File: config.mk
export PLATFORM = sky130hd
export DESIGN_NAME = sequence_hash_combiner_core
export DESIGN_NICKNAME = d
export VERILOG_FILES = /design/src/design/shc_pkg.sv /design/src/design/shc_datapath.sv /design/src/design/shc_ctrl.sv /design/src/design/sequence_hash_combiner_core.sv
export SDC_FILE = /design/constraint.sdc
export NUM_CORES = 2
export LEC_CHECK = 0
export BUFFER_PORTS_ARGS = -buffer_cell sky130_fd_sc_hd__buf_2
export CAP_MARGIN = 20
export CORE_ASPECT_RATIO = 1.5
export CORE_MARGIN = 2
export CORE_UTILIZATION = 60
export CTS_BUF_LIST = sky130_fd_sc_hd__clkbuf_16
export DETAILED_ROUTE_END_ITERATION = 8
export PLACE_DENSITY = 0.77
export SLEW_MARGIN = 10
export SYNTH_ARGS = -nofsm -noshare
export SYNTH_HDL_FRONTEND = slang
export SYNTH_SLANG_ARGS = --single-unit
export TNS_END_PERCENT = 10
File: constraint.sdc
create_clock -name i_clk -period 18.6 [get_ports i_clk]
set_input_delay 3.72 -clock i_clk [delete_from_list [all_inputs] [get_ports i_clk]]
set_output_delay 3.72 -clock i_clk [all_outputs]
set_load 0.05 [all_outputs]
File: src/design/shc_pkg.sv
`timescale 1ns / 1ps
// ----------------------------------------------------------------------------
// shc_pkg
// shared types, constants and helpers for the sequence hash combiner
// ----------------------------------------------------------------------------
package shc_pkg;

    localparam logic [63:0] PRIME_ONE      = 64'd11400714785074694791;
    localparam logic [63:0] PRIME_TWO      = 64'd14029467366897019727;
    localparam logic [63:0] PRIME_FIVE     = 64'd2870177450012600261;
    localparam logic [63:0] LENGTH_MANGLE  = 64'd3527539;
    localparam logic [63:0] ALL_ONES_SUBST = 64'd1546275796;
    localparam logic [63:0] FINAL_XOR      = PRIME_FIVE ^ LENGTH_MANGLE;

    // input item
    typedef struct packed {
        logic [63:0] lane_hash;
        logic        last_lane;
        logic        empty_sequence;
    } t_in;

    // result item
    typedef struct packed {
        logic [63:0] hash_value;
        logic        hash_error;
    } t_out;

    // which 32 x 32 partial product the shared multiplier forms
    typedef enum logic [1:0] {
        PART_LL,
        PART_LH,
        PART_HL
    } t_mul_part;

    // what the product register does this cycle
    typedef enum logic [1:0] {
        PROD_HOLD,
        PROD_LOAD,
        PROD_ADD_HI
    } t_prod_op;

    typedef struct packed {
        logic      load;
        t_mul_part part;
        logic      use_p1;
        t_prod_op  prod_op;
        logic      mix;
        logic      store;
        logic      finish;
    } t_cmd;

    typedef struct packed {
        logic err;
        logic last;
        logic empty;
        logic out_free;
    } t_status;

    function automatic logic [63:0] rotl31(input logic [63:0] x);
        return {x[32:0], x[63:33]};
    endfunction

endpackage

File: src/design/shc_datapath.sv
`timescale 1ns / 1ps
// ----------------------------------------------------------------------------
// shc_datapath
// accumulator, lane count, shared 32 x 32 multiplier and result register
// ----------------------------------------------------------------------------
module shc_datapath (
    input  logic           i_clk,
    input  logic           i_rst_n,
    input  shc_pkg::t_in   i_in_data,
    input  shc_pkg::t_cmd  i_cmd,
    input  logic           i_out_ready,
    output shc_pkg::t_status o_status,
    output logic           o_out_valid,
    output shc_pkg::t_out  o_out_data
);

    logic [63:0] r_acc;
    logic [63:0] r_count;
    logic        r_err;
    logic [63:0] r_x;
    logic        r_last;
    logic        r_empty;
    logic [63:0] r_pp;
    logic [63:0] r_prod;
    logic        r_out_valid;
    shc_pkg::t_out r_out;

    logic [63:0] w_const;
    logic [31:0] w_mul_a;
    logic [31:0] w_mul_b;
    logic [63:0] w_final;
    logic        w_out_free;

    assign w_const = i_cmd.use_p1 ? shc_pkg::PRIME_ONE : shc_pkg::PRIME_TWO;

    always_comb begin
        unique case (i_cmd.part)
            shc_pkg::PART_LL: begin
                w_mul_a = r_x[31:0];
                w_mul_b = w_const[31:0];
            end
            shc_pkg::PART_LH: begin
                w_mul_a = r_x[31:0];
                w_mul_b = w_const[63:32];
            end
            shc_pkg::PART_HL: begin
                w_mul_a = r_x[63:32];
                w_mul_b = w_const[31:0];
            end
            default: begin
                w_mul_a = '0;
                w_mul_b = '0;
            end
        endcase
    end

    assign w_final    = r_acc + (r_count ^ shc_pkg::FINAL_XOR);
    assign w_out_free = !r_out_valid || i_out_ready;

    // multiplier, product accumulation, lane capture, mixing and result value
    always_ff @(posedge i_clk) begin
        r_pp <= 64'(w_mul_a) * 64'(w_mul_b);
        unique case (i_cmd.prod_op)
            shc_pkg::PROD_LOAD:   r_prod <= r_pp;
            shc_pkg::PROD_ADD_HI: r_prod <= r_prod + {r_pp[31:0], 32'd0};
            default:              r_prod <= r_prod;
        endcase
        if (i_cmd.load) begin
            r_x     <= i_in_data.lane_hash;
            r_last  <= i_in_data.last_lane;
            r_empty <= i_in_data.empty_sequence;
        end else if (i_cmd.mix) begin
            r_x <= shc_pkg::rotl31(r_acc + r_prod);
        end
        if (i_cmd.finish) begin
            if (r_err) begin
                r_out.hash_value <= '1;
                r_out.hash_error <= 1'b1;
            end else begin
                r_out.hash_value <= (w_final == '1) ? shc_pkg::ALL_ONES_SUBST : w_final;
                r_out.hash_error <= 1'b0;
            end
        end
    end

    // sequence state and result valid
    always_ff @(posedge i_clk) begin
        if (!i_rst_n) begin
            r_acc       <= shc_pkg::PRIME_FIVE;
            r_count     <= '0;
            r_err       <= 1'b0;
            r_out_valid <= 1'b0;
        end else begin
            if (i_cmd.load && !i_in_data.empty_sequence) begin
                r_count <= r_count + 64'd1;
                if (i_in_data.lane_hash == '1) begin
                    r_err <= 1'b1;
                end
            end
            if (i_cmd.store) begin
                r_acc <= r_prod;
            end
            if (i_cmd.finish) begin
                r_acc       <= shc_pkg::PRIME_FIVE;
                r_count     <= '0;
                r_err       <= 1'b0;
                r_out_valid <= 1'b1;
            end else if (i_out_ready) begin
                r_out_valid <= 1'b0;
            end
        end
    end

    assign o_status.err      = r_err;
    assign o_status.last     = r_last;
    assign o_status.empty    = r_empty;
    assign o_status.out_free = w_out_free;
    assign o_out_valid       = r_out_valid;
    assign o_out_data        = r_out;

endmodule

File: src/design/shc_ctrl.sv
`timescale 1ns / 1ps
// ----------------------------------------------------------------------------
// shc_ctrl
// sequencer for the two lane multiplications, mixing and finishing
// ----------------------------------------------------------------------------
module shc_ctrl (
    input  logic             i_clk,
    input  logic             i_rst_n,
    input  logic             i_in_valid,
    input  shc_pkg::t_status i_status,
    output logic             o_in_ready,
    output shc_pkg::t_cmd    o_cmd
);

    typedef enum logic [3:0] {
        ST_IDLE,
        ST_M1_LL,
        ST_M1_LH,
        ST_M1_HL,
        ST_M1_SUM,
        ST_MIX,
        ST_M2_LL,
        ST_M2_LH,
        ST_M2_HL,
        ST_M2_SUM,
        ST_STORE,
        ST_FINISH
    } t_state;

    t_state r_state;
    t_state n_state;

    always_comb begin
        o_cmd         = '0;
        o_cmd.part    = shc_pkg::PART_LL;
        o_cmd.prod_op = shc_pkg::PROD_HOLD;
        n_state       = r_state;
        unique case (r_state)
            ST_IDLE: begin
                o_cmd.load = i_in_valid;
                if (i_in_valid) begin
                    n_state = ST_M1_LL;
                end
            end
            ST_M1_LL: begin
                // item decoded here, after capture
                priority if (i_status.empty) begin
                    n_state = ST_FINISH;
                end else if (i_status.err) begin
                    n_state = i_status.last ? ST_FINISH : ST_IDLE;
                end else begin
                    n_state = ST_M1_LH;
                end
            end
            ST_M1_LH: begin
                o_cmd.part    = shc_pkg::PART_LH;
                o_cmd.prod_op = shc_pkg::PROD_LOAD;
                n_state       = ST_M1_HL;
            end
            ST_M1_HL: begin
                o_cmd.part    = shc_pkg::PART_HL;
                o_cmd.prod_op = shc_pkg::PROD_ADD_HI;
                n_state       = ST_M1_SUM;
            end
            ST_M1_SUM: begin
                o_cmd.prod_op = shc_pkg::PROD_ADD_HI;
                n_state       = ST_MIX;
            end
            ST_MIX: begin
                o_cmd.mix = 1'b1;
                n_state   = ST_M2_LL;
            end
            ST_M2_LL: begin
                o_cmd.use_p1 = 1'b1;
                n_state      = ST_M2_LH;
            end
            ST_M2_LH: begin
                o_cmd.use_p1  = 1'b1;
                o_cmd.part    = shc_pkg::PART_LH;
                o_cmd.prod_op = shc_pkg::PROD_LOAD;
                n_state       = ST_M2_HL;
            end
            ST_M2_HL: begin
                o_cmd.use_p1  = 1'b1;
                o_cmd.part    = shc_pkg::PART_HL;
                o_cmd.prod_op = shc_pkg::PROD_ADD_HI;
                n_state       = ST_M2_SUM;
            end
            ST_M2_SUM: begin
                o_cmd.prod_op = shc_pkg::PROD_ADD_HI;
                n_state       = ST_STORE;
            end
            ST_STORE: begin
                o_cmd.store = 1'b1;
                n_state     = i_status.last ? ST_FINISH : ST_IDLE;
            end
            ST_FINISH: begin
                o_cmd.finish = i_status.out_free;
                if (i_status.out_free) begin
                    n_state = ST_IDLE;
                end
            end
            default: begin
                n_state = ST_IDLE;
            end
        endcase
    end

    always_ff @(posedge i_clk) begin
        if (!i_rst_n) begin
            r_state <= ST_IDLE;
        end else begin
            r_state <= n_state;
        end
    end

    assign o_in_ready = (r_state == ST_IDLE);

endmodule

File: src/design/sequence_hash_combiner_core.sv
`timescale 1ns / 1ps
// ----------------------------------------------------------------------------
// sequence_hash_combiner_core
// folds a stream of 64-bit element hashes into one sequence hash
// ----------------------------------------------------------------------------
// usage
//   input channel: one element hash per transfer, last_lane closes the
//   sequence; a transfer with empty_sequence set closes it with no lane
//   output channel: one result per closed sequence (hash_value, hash_error)
// operation
//   each lane goes through two 64 x 64 constant multiplications, each built
//   from three 32 x 32 partial products on one shared multiplier; the block
//   is not ready while a lane passes decode, both multiplications, the mix
//   and the store, plus the finish state when it closes the sequence; a
//   lane after an error is only counted: decode, plus finish when closing;
//   an empty marker takes decode and finish; results are registered at finish
// reset
//   synchronous active-low; the accumulator returns to prime 5, the count
//   and error flag clear and no result is pending
// back-pressure
//   the result sits in an output register, so a further item is taken while
//   it waits; the block only stalls when it must finish a sequence and the
//   output register is still full
// ----------------------------------------------------------------------------
module sequence_hash_combiner_core (
    input  logic          i_clk,
    input  logic          i_rst_n,
    input  logic          i_in_valid,
    output logic          o_in_ready,
    input  shc_pkg::t_in  i_in_data,
    output logic          o_out_valid,
    input  logic          i_out_ready,
    output shc_pkg::t_out o_out_data
);

    shc_pkg::t_cmd    w_cmd;
    shc_pkg::t_status w_status;

    // controller: sequences partial products, mixing and finishing
    shc_ctrl u_ctrl (
        .i_clk      (i_clk),
        .i_rst_n    (i_rst_n),
        .i_in_valid (i_in_valid),
        .i_status   (w_status),
        .o_in_ready (o_in_ready),
        .o_cmd      (w_cmd)
    );

    // datapath: accumulator, count, multiplier and output register
    shc_datapath u_datapath (
        .i_clk       (i_clk),
        .i_rst_n     (i_rst_n),
        .i_in_data   (i_in_data),
        .i_cmd       (w_cmd),
        .i_out_ready (i_out_ready),
        .o_status    (w_status),
        .o_out_valid (o_out_valid),
        .o_out_data  (o_out_data)
    );

    // one transfer in, then not ready in the next cycle
    a_busy_after_transfer: assert property (@(posedge i_clk) disable iff (!i_rst_n)
        (i_in_valid && o_in_ready) |=> !o_in_ready)
        else $error("input taken on consecutive cycles");

    // an error result always carries the all-ones hash
    a_error_all_ones: assert property (@(posedge i_clk) disable iff (!i_rst_n)
        (o_out_valid && o_out_data.hash_error) |-> (o_out_data.hash_value == '1))
        else $error("error result without all-ones hash");

    // a good result never shows the all-ones pattern
    a_no_all_ones_good: assert property (@(posedge i_clk) disable iff (!i_rst_n)
        (o_out_valid && !o_out_data.hash_error) |-> (o_out_data.hash_value != '1))
        else $error("all-ones hash not substituted");

    // reset leaves the block ready with nothing pending
    a_reset_state: assert property (@(posedge i_clk)
        !i_rst_n |=> (o_in_ready && !o_out_valid))
        else $error("bad state after reset");

endmodule

==> flow_metrics.py <==
metrics = {
    "outcome": {
        "status": "finished clean",
    },
    "clock_tree": {
        "cts_setup_buffers": 0,
        "clockBufferDepth": 3,
        "cts.repair.resized": 0,
        "clk_pin_slew_worst_paths_ns": 0.07,
        "clock-sinks": 393,
        "htree_num_levels": 2,
        "hold_buffers": 0,
        "clkLatencyLatePin_ns": 0.56,
        "cts_made_buffers": 34,
        "cts_tree": "yes",
        "cts_root_buf": "clkbuf_16",
    },
    "die": {
        "die_area_um2": 92640,
        "fp.dieW_um": 249.2,
        "rows": 134,
        "core_area_um2": 89200,
        "initial_core_util_pct": 60.66,
        "ioPinCount": 137,
        "die_h_um": 371.8,
    },
    "worst_setup_path": {
        "reg2reg_depth": 36,
        "cp_top_family": "adder cells",
        "path_buf_inv": 7,
        "critPathSlowestCell": "mux2i_1",
        "worst-path-max-fanout": 32,
        "critPathArrivalTime_ns": 12.43,
        "max_stage_delay_ns": 0.73,
        "end_kind": "flip-flop",
        "r2r-start": "u_ctrl.r_state[0]",
        "timing.rr.end": "u_datapath.r_pp[61]",
        "startpoint_type": "flip-flop",
        "critPathKind": "reg -> reg",
        "startpoint": "u_ctrl.r_state[0]",
        "crit_path_frequent_cell": "fa_1",
        "crit_required_ns": 19.04,
        "r2r_setup_slack_ns": 6.61,
    },
    "synth": {
        "syn_area_um2": 54100,
        "synth-edff-count": 195,
        "synth_seq_area_share_pct": 18.15,
        "syn-num-nets": 7376,
        "synthTopCellsByArea": "fa_1 (30%), ha_1 (11%), edfxtp_1 (11%)",
        "synth_warnings": 0,
        "synth_common_cells": "inv_1 (1,109), fa_1 (824), nand2_1 (610)",
        "netlist_instances": 5999,
        "synth_area_per_cell_um2": 9.019,
        "yosysTopAreaCell": "fa_1",
        "yosys.area.top_type_share_pct": 30.49,
        "synth.distinct_cells": 81,
        "synth_seq_cells": 393,
        "yosysMostFrequentCell": "inv_1",
        "synth_flop_cell": "dfxtp_1",
        "async_flop_share_pct": 0,
    },
    "drt": {
        "dr.pass1.iters": 6,
        "num_vias": 44438,
        "drtIter0Drc": 4041,
        "antenna_left": 0,
        "drt-wirelength-per-cell_um": 28.30,
        "route.detailed.drc": 0,
        "post_drt_via_cell_ratio": 6.167,
        "wl_um": 203900,
    },
    "placement": {
        "portBuffers": 136,
        "place_hpwl_um": 174200,
        "place_congestion": 1.094,
    },
    "layout": {
        "syn2layout_area_growth_pct": 5.430,
        "diodes": 0,
        "fin_nets": 7401,
        "drive_gt1_share_pct": 4.843,
    },
    "flow_run": {
        "maxCapViolations": 0,
    },
    "sta": {
        "fin_crit_ns": 11.99,
        "slew_headroom_pct": 22.12,
        "slew_viol_final": 0,
        "setup_viol_count_final": 0,
        "hold_viol": 0,
        "worstMarginPinSlew_ns": 1.156,
        "fmax_ghz": 0.08340,
        "rsz0062_at_grt": "no",
        "clock-skew-final_ns": 0.01863,
        "fin_setup_tns_ns": 0,
        "fin_crit_sh_pct": 64.46,
    },
    "worst_hold_path": {
        "min_path_type": "reg -> reg",
        "min_to": "u_datapath.r_count[12]",
        "min_from": "u_datapath.r_count[12]",
        "hold_depth": 2,
    },
    "grt": {
        "grt.total_usage_pct": 44.25,
        "gr-total-overflow": 0,
        "grt_pass1_vias": 46296,
        "grt_max_degree": 76,
        "grt_first_pass_wirelength_um": 296400,
        "grt_antenna_before_repair": 2,
    },
}
-- state kept, by name, summed over array words and instances, names as in the netlist, 4 cells and up --
signal and cells:
u_ctrl.r_state 4, u_datapath.o_out_data 65, u_datapath.r_acc 64, u_datapath.r_count 64
u_datapath.r_pp 64, u_datapath.r_prod 64, u_datapath.r_x 64
-- layer usage --
metal,share of wire [%],wire length (µm),GRT usage (%),vias up
li1,-,-,-,19494
met1,34,68650,48.49,21723
met2,47,96210,74.68,2435
met3,8.2,16680,7.556,782
met4,11,22360,38.83,4
met5,0.011,23,0,-
-- cells in the final DEF, fill, tap and decap left out, types with 37 or more instances in the layout --
| cell type | n |
|---|---|
| xor2_1 | 113 |
| fa_1 | 824 |
| nand2_1 | 609 |
| ha_1 | 482 |
| nor2_1 | 495 |
| dfxtp_1 | 198 |
| a21o_1 | 164 |
| buf_2 | 137 |
| o21ai_0 | 207 |
| nor3_1 | 56 |
| xnor2_1 | 181 |
| nor2b_1 | 62 |
| edfxtp_1 | 195 |
| nand4_1 | 83 |
| o21bai_1 | 43 |
| buf_4 | 37 |
| mux2i_1 | 37 |
| nand3_1 | 109 |
| clkbuf_16 | 37 |
| a21oi_1 | 363 |
| inv_1 | 1116 |
-- per-stage QoR --
step           hold WS, ns  util (%)  setup WS, ns  cells  instance area [µm²]
6_report            0.4897     63.95         6.610   7206                57040
5_1_grt             0.5113     63.95         6.154   7206                57040
4_1_cts             0.4905     63.95         6.811   7206                57040
3_5_place_dp        0.4794     62.66         6.853   7144                55890
3_3_place_gp        0.4654     62.65         6.959   7143                55880
2_1_floorplan       0.4567         -         8.570   5999                54100
-- area by class of cell --
| type | instances | area [µm²] |
|---|---|---|
| Multi-Input combinational cell | 4303 | 39460 |
| Inverter | 1118 | 4197 |
| Clock buffer | 37 | 925.9 |
| Clock inverter | 25 | 227.7 |
| Sequential cell | 393 | 9819 |
| Timing Repair Buffer | 174 | 963.4 |
| Fill cell | 7620 | 32150 |
| Tap cell | 1156 | 1446 |
-- how the worst max path moves through the flow --
| stage | to | slack [ns] | depth (start not counted) |
|---|---|---|---|
| after global placement | u_datapath.r_pp[61] | 6.96 | 36 |
| after floorplan | u_datapath.r_pp[49] | 8.57 | 36 |
| after global routing | u_datapath.r_pp[60] | 6.15 | 36 |
| final | u_datapath.r_pp[61] | 6.61 | 36 |
| after detailed placement | u_datapath.r_pp[61] | 6.85 | 36 |
| after CTS | u_datapath.r_pp[61] | 6.81 | 36 |
-- cells by family after synthesis --
| kind of cell | Yosys count | synth area share, % |
|---|---|---|
| AO/OA/AOI/OAI | 1026 | 11.79 |
| XOR/XNOR | 294 | 4.759 |
| multiplexers | 64 | 1.247 |
| buffers and inverters | 1303 | 9.082 |
| flip-flops | 393 | 18.15 |
| AND/OR/NAND/NOR | 1611 | 13.29 |
| adder cells (fa/ha/maj) | 1308 | 41.68 |
-- worst min-delay path: cells and delay by family (launching register included) --
kind / cells / cell delay [ns]
compound gates: 2 / 0.13
flops: 1 / 0.32
Power is left out: the tool's default activity adds up to more than one toggle a clock period on the data nets, which glitch-free logic cannot reach.
